[src/hw/rtl/etfs_pkg.sv]
// Shared types, codes and constants for the ECU temperature fault supervisor.
`timescale 1ns / 1ps
`default_nettype none

package etfs_pkg;

    // Field widths
    localparam int unsigned ACTION_W  = 3;
    localparam int unsigned WORD_W    = 32;
    localparam int unsigned TEMP_W    = 6;
    localparam int unsigned VOLT_W    = 27;
    localparam int unsigned COUNT_W   = 8;
    localparam int unsigned RUN_W     = 3;
    localparam int unsigned STATE_W   = 2;
    localparam int unsigned CFG_IDX_W = 3;

    // Default qualification run length
    localparam int unsigned QUALIFY_RUN_DEF = 6;

    // Message words below this are temperature readings
    localparam logic [WORD_W-1:0] TEMP_MSG_LIMIT = 32'd33;

    // Voltage word divisor is 40 = 8 * 5: shift by three, then multiply by
    // ceil(2^32 / 5) and keep the upper bits (exact for a 29-bit dividend).
    localparam int unsigned VOLT_SHIFT  = 3;
    localparam int unsigned RECIP_SHIFT = 32;
    localparam int unsigned DIVIDEND_W  = WORD_W - VOLT_SHIFT;
    localparam int unsigned RECIP_W     = 30;
    localparam logic [RECIP_W-1:0] RECIP_5 = 30'd858993460;

    localparam logic [COUNT_W-1:0] COUNT_MAX = '1;

    // Event codes
    localparam logic [ACTION_W-1:0] ACT_MESSAGE   = 3'd0;
    localparam logic [ACTION_W-1:0] ACT_KEEPALIVE = 3'd1;
    localparam logic [ACTION_W-1:0] ACT_CHECK     = 3'd2;
    localparam logic [ACTION_W-1:0] ACT_EVALUATE  = 3'd3;
    localparam logic [ACTION_W-1:0] ACT_STATUS    = 3'd4;

    // Reported state codes
    localparam logic [STATE_W-1:0] ST_FAULT     = 2'd0;
    localparam logic [STATE_W-1:0] ST_COMM_LOST = 2'd1;
    localparam logic [STATE_W-1:0] ST_HEAT      = 2'd2;
    localparam logic [STATE_W-1:0] ST_NORMAL    = 2'd3;

    // Configuration register indexes
    localparam logic [CFG_IDX_W-1:0] CFG_TEMP_LOW     = 3'd0;
    localparam logic [CFG_IDX_W-1:0] CFG_TEMP_HIGH    = 3'd1;
    localparam logic [CFG_IDX_W-1:0] CFG_VOLT_LOW     = 3'd2;
    localparam logic [CFG_IDX_W-1:0] CFG_VOLT_HIGH    = 3'd3;
    localparam logic [CFG_IDX_W-1:0] CFG_ACK_CODE     = 3'd4;
    localparam logic [CFG_IDX_W-1:0] CFG_REPEAT_LIMIT = 3'd5;

    // Configuration reset values
    localparam logic [TEMP_W-1:0]  TEMP_LOW_RST     = 6'd10;
    localparam logic [TEMP_W-1:0]  TEMP_HIGH_RST    = 6'd30;
    localparam logic [VOLT_W-1:0]  VOLT_LOW_RST     = 27'd0;
    localparam logic [VOLT_W-1:0]  VOLT_HIGH_RST    = 27'd107374182;
    localparam logic [WORD_W-1:0]  ACK_CODE_RST     = 32'd94;
    localparam logic [COUNT_W-1:0] REPEAT_LIMIT_RST = 8'd3;

    typedef struct packed {
        logic [ACTION_W-1:0] action;
        logic [WORD_W-1:0]   message_word;
    } t_in_item;

    typedef struct packed {
        logic [STATE_W-1:0] system_state;
        logic [TEMP_W-1:0]  reported_temp;
        logic               send_keepalive;
        logic               request_voltage;
        logic               link_ok;
        logic               alarm_comm;
        logic               alarm_fault;
        logic               alarm_heat;
    } t_out_item;

endpackage

`default_nettype wire

[src/hw/rtl/etfs_div40.sv]
// Constant divide-by-40 of a received voltage word by reciprocal multiplication.
`timescale 1ns / 1ps
`default_nettype none

module etfs_div40
    import etfs_pkg::*;
(
    input  wire logic [WORD_W-1:0] i_word,
    output logic      [VOLT_W-1:0] o_quot
);

    localparam int unsigned PROD_W = DIVIDEND_W + RECIP_W;

    logic [DIVIDEND_W-1:0] w_div8;
    logic [PROD_W-1:0]     w_prod;

    // word / 40 = (word >> 3) / 5
    assign w_div8 = i_word[WORD_W-1:VOLT_SHIFT];
    assign w_prod = PROD_W'(w_div8) * PROD_W'(RECIP_5);
    assign o_quot = w_prod[RECIP_SHIFT +: VOLT_W];

endmodule

`default_nettype wire

[src/hw/rtl/ecu_temperature_fault_supervisor_unit.sv]
// Top level of the ECU temperature fault supervisor: state, config and result register.
`timescale 1ns / 1ps
`default_nettype none

// Takes one event per transaction and returns exactly one status result for it.
// The whole update is combinational between the accepted event and the result
// register, so an event can be taken every clock unless the input stalls; the
// result appears in the cycle after acceptance. The input side stalls only while a
// result is held in the output register and the output side is stalled.
// Configuration writes are always ready and should be issued while idle.

module ecu_temperature_fault_supervisor_unit
    import etfs_pkg::*;
#(
    parameter int unsigned QUALIFY_RUN = QUALIFY_RUN_DEF
) (
    input  wire logic                 i_clk,
    input  wire logic                 i_rst_n,
    // event channel
    input  wire logic                 i_in_valid,
    output logic                      o_in_stall,
    input  wire t_in_item             i_in_data,
    // result channel
    output logic                      o_out_valid,
    input  wire logic                 i_out_stall,
    output t_out_item                 o_out_data,
    // configuration write channel
    input  wire logic                 i_cfg_valid,
    output logic                      o_cfg_ready,
    input  wire logic [CFG_IDX_W-1:0] i_cfg_index,
    input  wire logic [WORD_W-1:0]    i_cfg_data
);

    // Configuration registers
    logic [TEMP_W-1:0]  r_temp_low;
    logic [TEMP_W-1:0]  r_temp_high;
    logic [VOLT_W-1:0]  r_volt_low;
    logic [VOLT_W-1:0]  r_volt_high;
    logic [WORD_W-1:0]  r_ack_code;
    logic [COUNT_W-1:0] r_repeat_limit;

    // Supervisor state
    logic               r_heat_flag,  n_heat_flag;
    logic               r_fault_flag, n_fault_flag;
    logic               r_ack_pending, n_ack_pending;
    logic               r_link_lost,  n_link_lost;
    logic               r_temp_ready, n_temp_ready;
    logic [TEMP_W-1:0]  r_pending_temp, n_pending_temp;
    logic [VOLT_W-1:0]  r_stored_voltage, n_stored_voltage;
    logic [RUN_W-1:0]   r_run, n_run;
    logic [COUNT_W-1:0] r_fault_count, n_fault_count;
    logic [COUNT_W-1:0] r_heat_count, n_heat_count;
    logic [COUNT_W-1:0] r_lost_count, n_lost_count;
    logic [STATE_W-1:0] r_state_code, n_state_code;
    logic [TEMP_W-1:0]  r_report_temp, n_report_temp;

    // Result register
    logic               r_out_valid;
    t_out_item          r_out_data, n_out_data;

    logic               w_in_accept;
    logic               w_cfg_write;
    logic [VOLT_W-1:0]  w_volt_quot;
    logic [RUN_W-1:0]   w_run_inc;
    logic               w_in_range;
    logic               w_volt_ok;

    assign o_cfg_ready = 1'b1;
    assign w_cfg_write = i_cfg_valid && o_cfg_ready;

    assign o_in_stall  = r_out_valid && i_out_stall;
    assign w_in_accept = i_in_valid && !o_in_stall;

    assign o_out_valid = r_out_valid;
    assign o_out_data  = r_out_data;

    etfs_div40 u_div40 (
        .i_word (i_in_data.message_word),
        .o_quot (w_volt_quot)
    );

    // Qualification helpers
    assign w_run_inc  = r_run + RUN_W'(1);
    assign w_in_range = (r_pending_temp >= r_temp_low) && (r_pending_temp <= r_temp_high);
    assign w_volt_ok  = (r_volt_low <= r_stored_voltage) && (r_stored_voltage <= r_volt_high);

    function automatic logic [COUNT_W-1:0] sat_inc(input logic [COUNT_W-1:0] c);
        sat_inc = (c == COUNT_MAX) ? c : c + COUNT_W'(1);
    endfunction

    // Next state and result for one event
    always_comb begin
        n_heat_flag      = r_heat_flag;
        n_fault_flag     = r_fault_flag;
        n_ack_pending    = r_ack_pending;
        n_link_lost      = r_link_lost;
        n_temp_ready     = r_temp_ready;
        n_pending_temp   = r_pending_temp;
        n_stored_voltage = r_stored_voltage;
        n_run            = r_run;
        n_fault_count    = r_fault_count;
        n_heat_count     = r_heat_count;
        n_lost_count     = r_lost_count;
        n_state_code     = r_state_code;
        n_report_temp    = r_report_temp;
        n_out_data       = '0;

        case (i_in_data.action)
            ACT_MESSAGE: begin
                if (i_in_data.message_word == r_ack_code) begin
                    n_link_lost   = 1'b0;
                    n_ack_pending = 1'b0;
                end else if (i_in_data.message_word < TEMP_MSG_LIMIT) begin
                    n_pending_temp = i_in_data.message_word[TEMP_W-1:0];
                    n_temp_ready   = 1'b1;
                    n_link_lost    = 1'b0;
                    n_ack_pending  = 1'b0;
                end else begin
                    n_stored_voltage = w_volt_quot;
                end
            end
            ACT_KEEPALIVE: begin
                n_ack_pending             = 1'b1;
                n_out_data.send_keepalive = 1'b1;
            end
            ACT_CHECK: begin
                n_link_lost = r_ack_pending;
            end
            ACT_EVALUATE: begin
                if (r_temp_ready) begin
                    n_temp_ready = 1'b0;
                    if (w_in_range) begin
                        // in range: run restarts, no trip
                        n_run       = '0;
                        n_heat_flag = 1'b0;
                        if (r_fault_count != '0) begin
                            n_fault_count = sat_inc(r_fault_count);
                        end else begin
                            n_report_temp = r_pending_temp;
                        end
                    end else if (w_run_inc >= RUN_W'(QUALIFY_RUN) || r_heat_flag) begin
                        // alarm trips; stored voltage picks overheat or fault
                        n_run                      = '0;
                        n_out_data.request_voltage = 1'b1;
                        n_report_temp              = r_pending_temp;
                        if (w_volt_ok) begin
                            n_state_code  = ST_HEAT;
                            n_fault_count = '0;
                            n_heat_count  = sat_inc(r_heat_count);
                            n_fault_flag  = 1'b0;
                            n_heat_flag   = 1'b1;
                        end else begin
                            n_state_code  = ST_FAULT;
                            n_fault_count = sat_inc(r_fault_count);
                            n_heat_count  = '0;
                            n_heat_flag   = 1'b0;
                            n_fault_flag  = 1'b1;
                        end
                    end else begin
                        n_run = w_run_inc;
                        if (r_fault_count != '0) begin
                            n_fault_count = sat_inc(r_fault_count);
                        end else begin
                            n_report_temp = r_pending_temp;
                        end
                    end
                end
            end
            ACT_STATUS: begin
                if (!r_heat_flag && !r_fault_flag && !r_link_lost) begin
                    n_state_code = ST_NORMAL;
                    n_lost_count = '0;
                end else if (r_ack_pending && r_link_lost) begin
                    n_state_code = ST_COMM_LOST;
                    n_lost_count = sat_inc(r_lost_count);
                end
            end
            default: begin
            end
        endcase

        // snapshot of the report after the update
        n_out_data.system_state  = n_state_code;
        n_out_data.reported_temp = n_report_temp;
        n_out_data.link_ok       = !n_link_lost;
        n_out_data.alarm_comm    = (n_lost_count >= r_repeat_limit);
        n_out_data.alarm_fault   = (n_fault_count >= r_repeat_limit);
        n_out_data.alarm_heat    = (n_heat_count >= r_repeat_limit);
    end

    // Configuration registers
    always_ff @(posedge i_clk) begin
        if (!i_rst_n) begin
            r_temp_low     <= TEMP_LOW_RST;
            r_temp_high    <= TEMP_HIGH_RST;
            r_volt_low     <= VOLT_LOW_RST;
            r_volt_high    <= VOLT_HIGH_RST;
            r_ack_code     <= ACK_CODE_RST;
            r_repeat_limit <= REPEAT_LIMIT_RST;
        end else if (w_cfg_write) begin
            case (i_cfg_index)
                CFG_TEMP_LOW:     r_temp_low     <= i_cfg_data[TEMP_W-1:0];
                CFG_TEMP_HIGH:    r_temp_high    <= i_cfg_data[TEMP_W-1:0];
                CFG_VOLT_LOW:     r_volt_low     <= i_cfg_data[VOLT_W-1:0];
                CFG_VOLT_HIGH:    r_volt_high    <= i_cfg_data[VOLT_W-1:0];
                CFG_ACK_CODE:     r_ack_code     <= i_cfg_data;
                CFG_REPEAT_LIMIT: r_repeat_limit <= i_cfg_data[COUNT_W-1:0];
                default: begin
                end
            endcase
        end
    end

    // Supervisor state, updated on each accepted event
    always_ff @(posedge i_clk) begin
        if (!i_rst_n) begin
            r_heat_flag      <= 1'b0;
            r_fault_flag     <= 1'b0;
            r_ack_pending    <= 1'b0;
            r_link_lost      <= 1'b0;
            r_temp_ready     <= 1'b0;
            r_pending_temp   <= '0;
            r_stored_voltage <= '0;
            r_run            <= '0;
            r_fault_count    <= '0;
            r_heat_count     <= '0;
            r_lost_count     <= '0;
            r_state_code     <= ST_NORMAL;
            r_report_temp    <= '0;
        end else if (w_in_accept) begin
            r_heat_flag      <= n_heat_flag;
            r_fault_flag     <= n_fault_flag;
            r_ack_pending    <= n_ack_pending;
            r_link_lost      <= n_link_lost;
            r_temp_ready     <= n_temp_ready;
            r_pending_temp   <= n_pending_temp;
            r_stored_voltage <= n_stored_voltage;
            r_run            <= n_run;
            r_fault_count    <= n_fault_count;
            r_heat_count     <= n_heat_count;
            r_lost_count     <= n_lost_count;
            r_state_code     <= n_state_code;
            r_report_temp    <= n_report_temp;
        end
    end

    // Result register valid
    always_ff @(posedge i_clk) begin
        if (!i_rst_n) begin
            r_out_valid <= 1'b0;
        end else if (w_in_accept) begin
            r_out_valid <= 1'b1;
        end else if (!i_out_stall) begin
            r_out_valid <= 1'b0;
        end
    end

    // Result payload
    always_ff @(posedge i_clk) begin
        if (w_in_accept) begin
            r_out_data <= n_out_data;
        end
    end

endmodule

`default_nettype wire

[config.mk]
export PLATFORM = sky130hd
export DESIGN_NAME = ecu_temperature_fault_supervisor_unit
export DESIGN_NICKNAME = d
export VERILOG_FILES = /design/src/hw/rtl/etfs_pkg.sv /design/src/hw/rtl/etfs_div40.sv /design/src/hw/rtl/ecu_temperature_fault_supervisor_unit.sv
export SDC_FILE = /design/constraint.sdc
export NUM_CORES = 1
export LEC_CHECK = 0
export ABC_AREA = 1
export ABC_CLOCK_PERIOD_IN_PS = 14800
export BUFFER_PORTS_ARGS = -buffer_cell sky130_fd_sc_hd__buf_2
export CAP_MARGIN = 30
export CORE_MARGIN = 2
export CORE_UTILIZATION = 30
export DETAILED_ROUTE_END_ITERATION = 7
export HOLD_SLACK_MARGIN = 0.03
export PLACE_DENSITY_LB_ADDON = 0.2
export SLEW_MARGIN = 20
export SYNTH_ARGS = -nofsm -noshare
export SYNTH_HDL_FRONTEND = slang
export SYNTH_HIERARCHICAL = 1
export SYNTH_SLANG_ARGS = --single-unit
[constraint.sdc]
create_clock -name i_clk -period 14.8 [get_ports i_clk]
set_input_delay 0.74 -clock i_clk [delete_from_list [all_inputs] [get_ports i_clk]]
set_output_delay 0.74 -clock i_clk [all_outputs]
set_load 0.01 [all_outputs]
==> parameters.txt <==
Parameter                              Value

Status
  Result of the run ... complete, no violations

Worst setup path
  Type of the worst setup path ... input port to flop
  Data arrival at the endpoint of the critical path ... around 7.2 ns
  Number of cell instances on the worst register-to-register path ... 21
  Reg-to-Reg End ... o_out_data[1]
  Data required time at the worst endpoint ... approximately 15 ns
  Setup crit start kind ... input port
  Reg-to-Reg Start ... r_stored_voltage[9]
  Critical-path maximum fanout ... 7
  Critical Path End Type ... flop
  Setup slack of the most critical reg-to-reg path ... roughly 11 ns

Clocking
  Insertion delay of the later-clocked pin in the worst-skew pair ... between 0.4 and 0.5 ns
  Clock Sinks ... 194
  CTS Buffer Depth ... 2
  Cts bufs inserted ... 17
  Total number of H-tree levels ... 4
  Number of buffers added to fix hold violations after cts ... 0
  Resized Gates After CTS ... 0
  Root Buffer ... clkbuf_16
  Clock transition at path regs ... roughly 0.080 ns
  Post-CTS Setup Repair Bufs ... 0
  CTS tree ... built

Drt
  Total Routed Length ... between 80000 and 90000 µm
  Via count ... approximately 21000
  First-pass detailed-route iteration total ... 6
  Via density per instance ... between 4 and 5
  Count of routing violations after the opening detailed-route iteration ... 1324
  Post-DR wirelength/cell ... 19.3 µm
  Remaining antenna violation count after routing ... 0
  DRC viols ... 0

Timing
  Transition time at the pin with the least slew margin ... 0.870 ns
  Time the worst path needs with I/O delays and setup ... roughly 6.9 ns
  Final Hold Vio Count ... 0
  Headroom to the max-slew limit ... between 40% and 50%
  FMAX ... about 0.15 GHz
  Skew final ... between 0.01 and 0.015 ns
  RSZ-0062 raised after global routing ... false
  Final total negative setup slack ... 0 ns
  Max-slew violations ... 0
  Number of failing setup endpoints in the final timing report ... 0
  Post-route clock period utilization ... between 40% and 50%

Floorplan
  Floorplan die height ... 299 µm
  Width of the chip ... ~300 µm
  Core box area ... a little under 90000 µm²
  Top-level port count ... approximately 90
  Total Die Area ... around 90000 µm²
  Number of core rows ... between 100 and 150
  Starting density of the core ... 30.2%

Global route
  Global Route Usage Sum ... between 20 and 25%
  GRT overflow ... 0
  Number of antenna violations at the first check in global routing ... 0
  Via count of the first global-routing pass ... ~22000
  Largest net degree at the start of global routing ... 79
  Wire length of the first global-routing pass ... about 140000 µm

Worst hold path
  Type of the worst min-delay path ... flop to flop
  Worst-case hold path end point ... r_volt_high[7]
  Hold Startpoint ... r_volt_high[7]
  Count of cells along the worst hold path ... 2

Logic synthesis
  Syn nets ... around 4100
  Synthesis warning total ... 6
  Leading register cell type out of synthesis ... dfxtp_1
  Flop and latch count out of synthesis ... between 150 and 200
  Proportion of synthesized flip-flops having asynchronous set or reset ... 0%
  Cells after Synth ... around 3400
  Cell type with the largest total area after synthesis ... fa_1
  Area share of the largest cell type after synthesis ... 23.7%
  Number of synthesized flops with an enable pin ... 14
  Share of synthesized area occupied by flip-flops and latches ... around 15%
  Synth cell types ... 54
  Largest cells by area after synthesis ... fa_1, ha_1, dfxtp_1, inv_1, nand2_1
  Summed instance area of the synthesized netlist ... approximately 26000 µm²
  Post-Synthesis Mean Instance Area ... approximately 7.7 µm²

Placed design
  Final weighted congestion in routability-driven placement ... between 0.9 and 1
  Estimated wirelength of the detail-placed design ... around 76000 µm
  Total placed cells including tap cells ... 4581
  Quantity of I/O buffers inserted on ports ... 90

Cells and area
  Final antenna diode count ... 0
  Number of cells in the finished layout apart from fillers ... roughly 4600
  Area of the multi-input gates ... 18600 µm²
  Net count, final ... approximately 4200
  # fillers ... 9322
  Area growth from synthesis to layout ... 8.92%
  Share of cells above drive strength 1 ... under 10%
  Total area of sequential cells ... 4020 µm²

Run
  Max-capacitance violation count ... 0
-- worst max-delay path by stage --
| stage | start | end | slack, ns | cells after the start |
|---|---|---|---|---|
| 2_1_floorplan | i_in_data[12] | r_stored_voltage[21] | 8.84 | 22 |
| 3_3_place_gp | i_in_data[17] | r_stored_voltage[17] | 7.41 | 22 |
| 3_5_place_dp | i_in_data[17] | r_stored_voltage[17] | 7.49 | 22 |
| 4_1_cts | i_in_data[17] | r_stored_voltage[17] | 7.95 | 22 |
| 5_1_grt | i_in_data[17] | r_stored_voltage[17] | 7.62 | 22 |
| 6_report | i_in_data[17] | r_stored_voltage[17] | 7.92 | 22 |
-- worst max-delay path, stage by stage --
cell and delay [ns]:
buf_2 0.26, ha_1 0.38, inv_1 0.31, fa_1 0.57
fa_1 0.57, fa_1 0.54, fa_1 0.57, inv_1 0.07
fa_1 0.53, inv_1 0.06, fa_1 0.54, inv_1 0.04
ha_1 0.42, nand2_1 0.14, nor2_1 0.21, nand2_1 0.11
nor2_1 0.21, nand4_1 0.31, nand4_1 0.19, nand2_1 0.11
o21ai_0 0.25, a21oi_1 0.07
-- cell families after synthesis --
group	count (synthesis)	share of synthesized area, %
other	1	0.0143
buffers and inverters	926	13.4
xor gates and xnor gates	51	1.71
muxes	1	0.0383
DFF	194	15.4
AOI/OAI and AO/OA	498	10.3
and+or+nand+nor	1016	17.0
adders and majority gates	693	42.1
-- cells in the final DEF, fill, tap and decap left out, types with 4 or more instances in the layout --
cell and instances:
nor3_2 8, buf_2 89, inv_1 856, xor2_1 27, edfxtp_1 14, xnor2_1 24, clkbuf_16 18, nand2_4 4
ha_1 383, nand2_1 486, buf_4 10, nand3b_1 6, nor2_2 16, o21ai_0 190, o21bai_1 11, nor2_1 295
fa_1 310, or2_0 4, nand2_2 19, a21oi_1 219, o211ai_1 11, nor3_1 13, nor2_4 10, a21o_1 18
nor4_1 6, o21ai_2 10, o21a_1 4, nand3_1 95, o21ai_1 18, dfxtp_1 180, or2_2 6, nand3_2 4
inv_2 15, nand4_1 38
-- state kept, by name, indices dropped and copies added (netlist names) --
name,cells
r_ack_pending,1
r_volt_high,27
r_temp_ready,1
r_link_lost,1
r_state_code,2
r_heat_flag,1
o_out_data,14
r_fault_count,8
r_heat_count,8
r_ack_code,32
r_run,3
r_temp_low,6
r_pending_temp,6
r_volt_low,27
r_lost_count,8
r_temp_high,6
r_repeat_limit,8
r_fault_flag,1
o_out_valid,1
r_stored_voltage,27
r_report_temp,6
-- metal layers --
| layer | GRT usage [%] | up-vias | wire [µm] |
|---|---|---|---|
| met2 | 33.4 | 435 | 40800 |
| met5 | 0 | - | 0 |
| met4 | 5.13 | 0 | 2160 |
| met3 | 3.07 | 77 | 4330 |
| met1 | 28.0 | 10200 | 41700 |
| li1 | - | 10600 | - |
-- Yosys cell counts (6+ instances only) --
library cell and n:
ha_1 383, nand4_1 38, nor2_1 296, a21oi_1 219
a21o_1 18, nor3_1 13, o211ai_1 11, xor2_1 27
dfxtp_1 180, fa_1 310, nor4_1 6, clkbuf_1 38
xnor2_1 24, o21ai_0 190, nor2_2 15, o21bai_1 11
nand2_1 486, o21ai_2 10, nand2_2 19, buf_2 10
inv_2 15, o21ai_1 18, inv_1 856, edfxtp_1 14
nand3b_1 6, nand3_1 95, or2_2 6, nor2_4 10
nor3_2 8
-- cell type report --
type / instances / area share [%]
Multi-Input combinational cell: 2260 / 65.3
Sequential cell: 194 / 14.1
Inverter: 874 / 11.5
Tap cell: 1155 / 5.07
Timing Repair Buffer: 100 / 1.92
Clock buffer: 18 / 1.51
Clock inverter: 14 / 0.505
-- per-stage QoR --
stage / worst slack [ns] / util [%] / hold WS, ns / instance area, µm²
4_1_cts: 7.95 / 32.8 / 0.470 / 28500
3_3_place_gp: 7.41 / 32.2 / 0.453 / 27900
6_report: 7.92 / 32.9 / 0.465 / 28500
2_1_floorplan: 8.84 / - / 0.435 / 26200
3_5_place_dp: 7.49 / 32.2 / 0.456 / 27900
5_1_grt: 7.62 / 32.9 / 0.480 / 28500
Power is not shown: default switching activity piles up to over one toggle a cycle in this logic, so the estimate is an artifact.
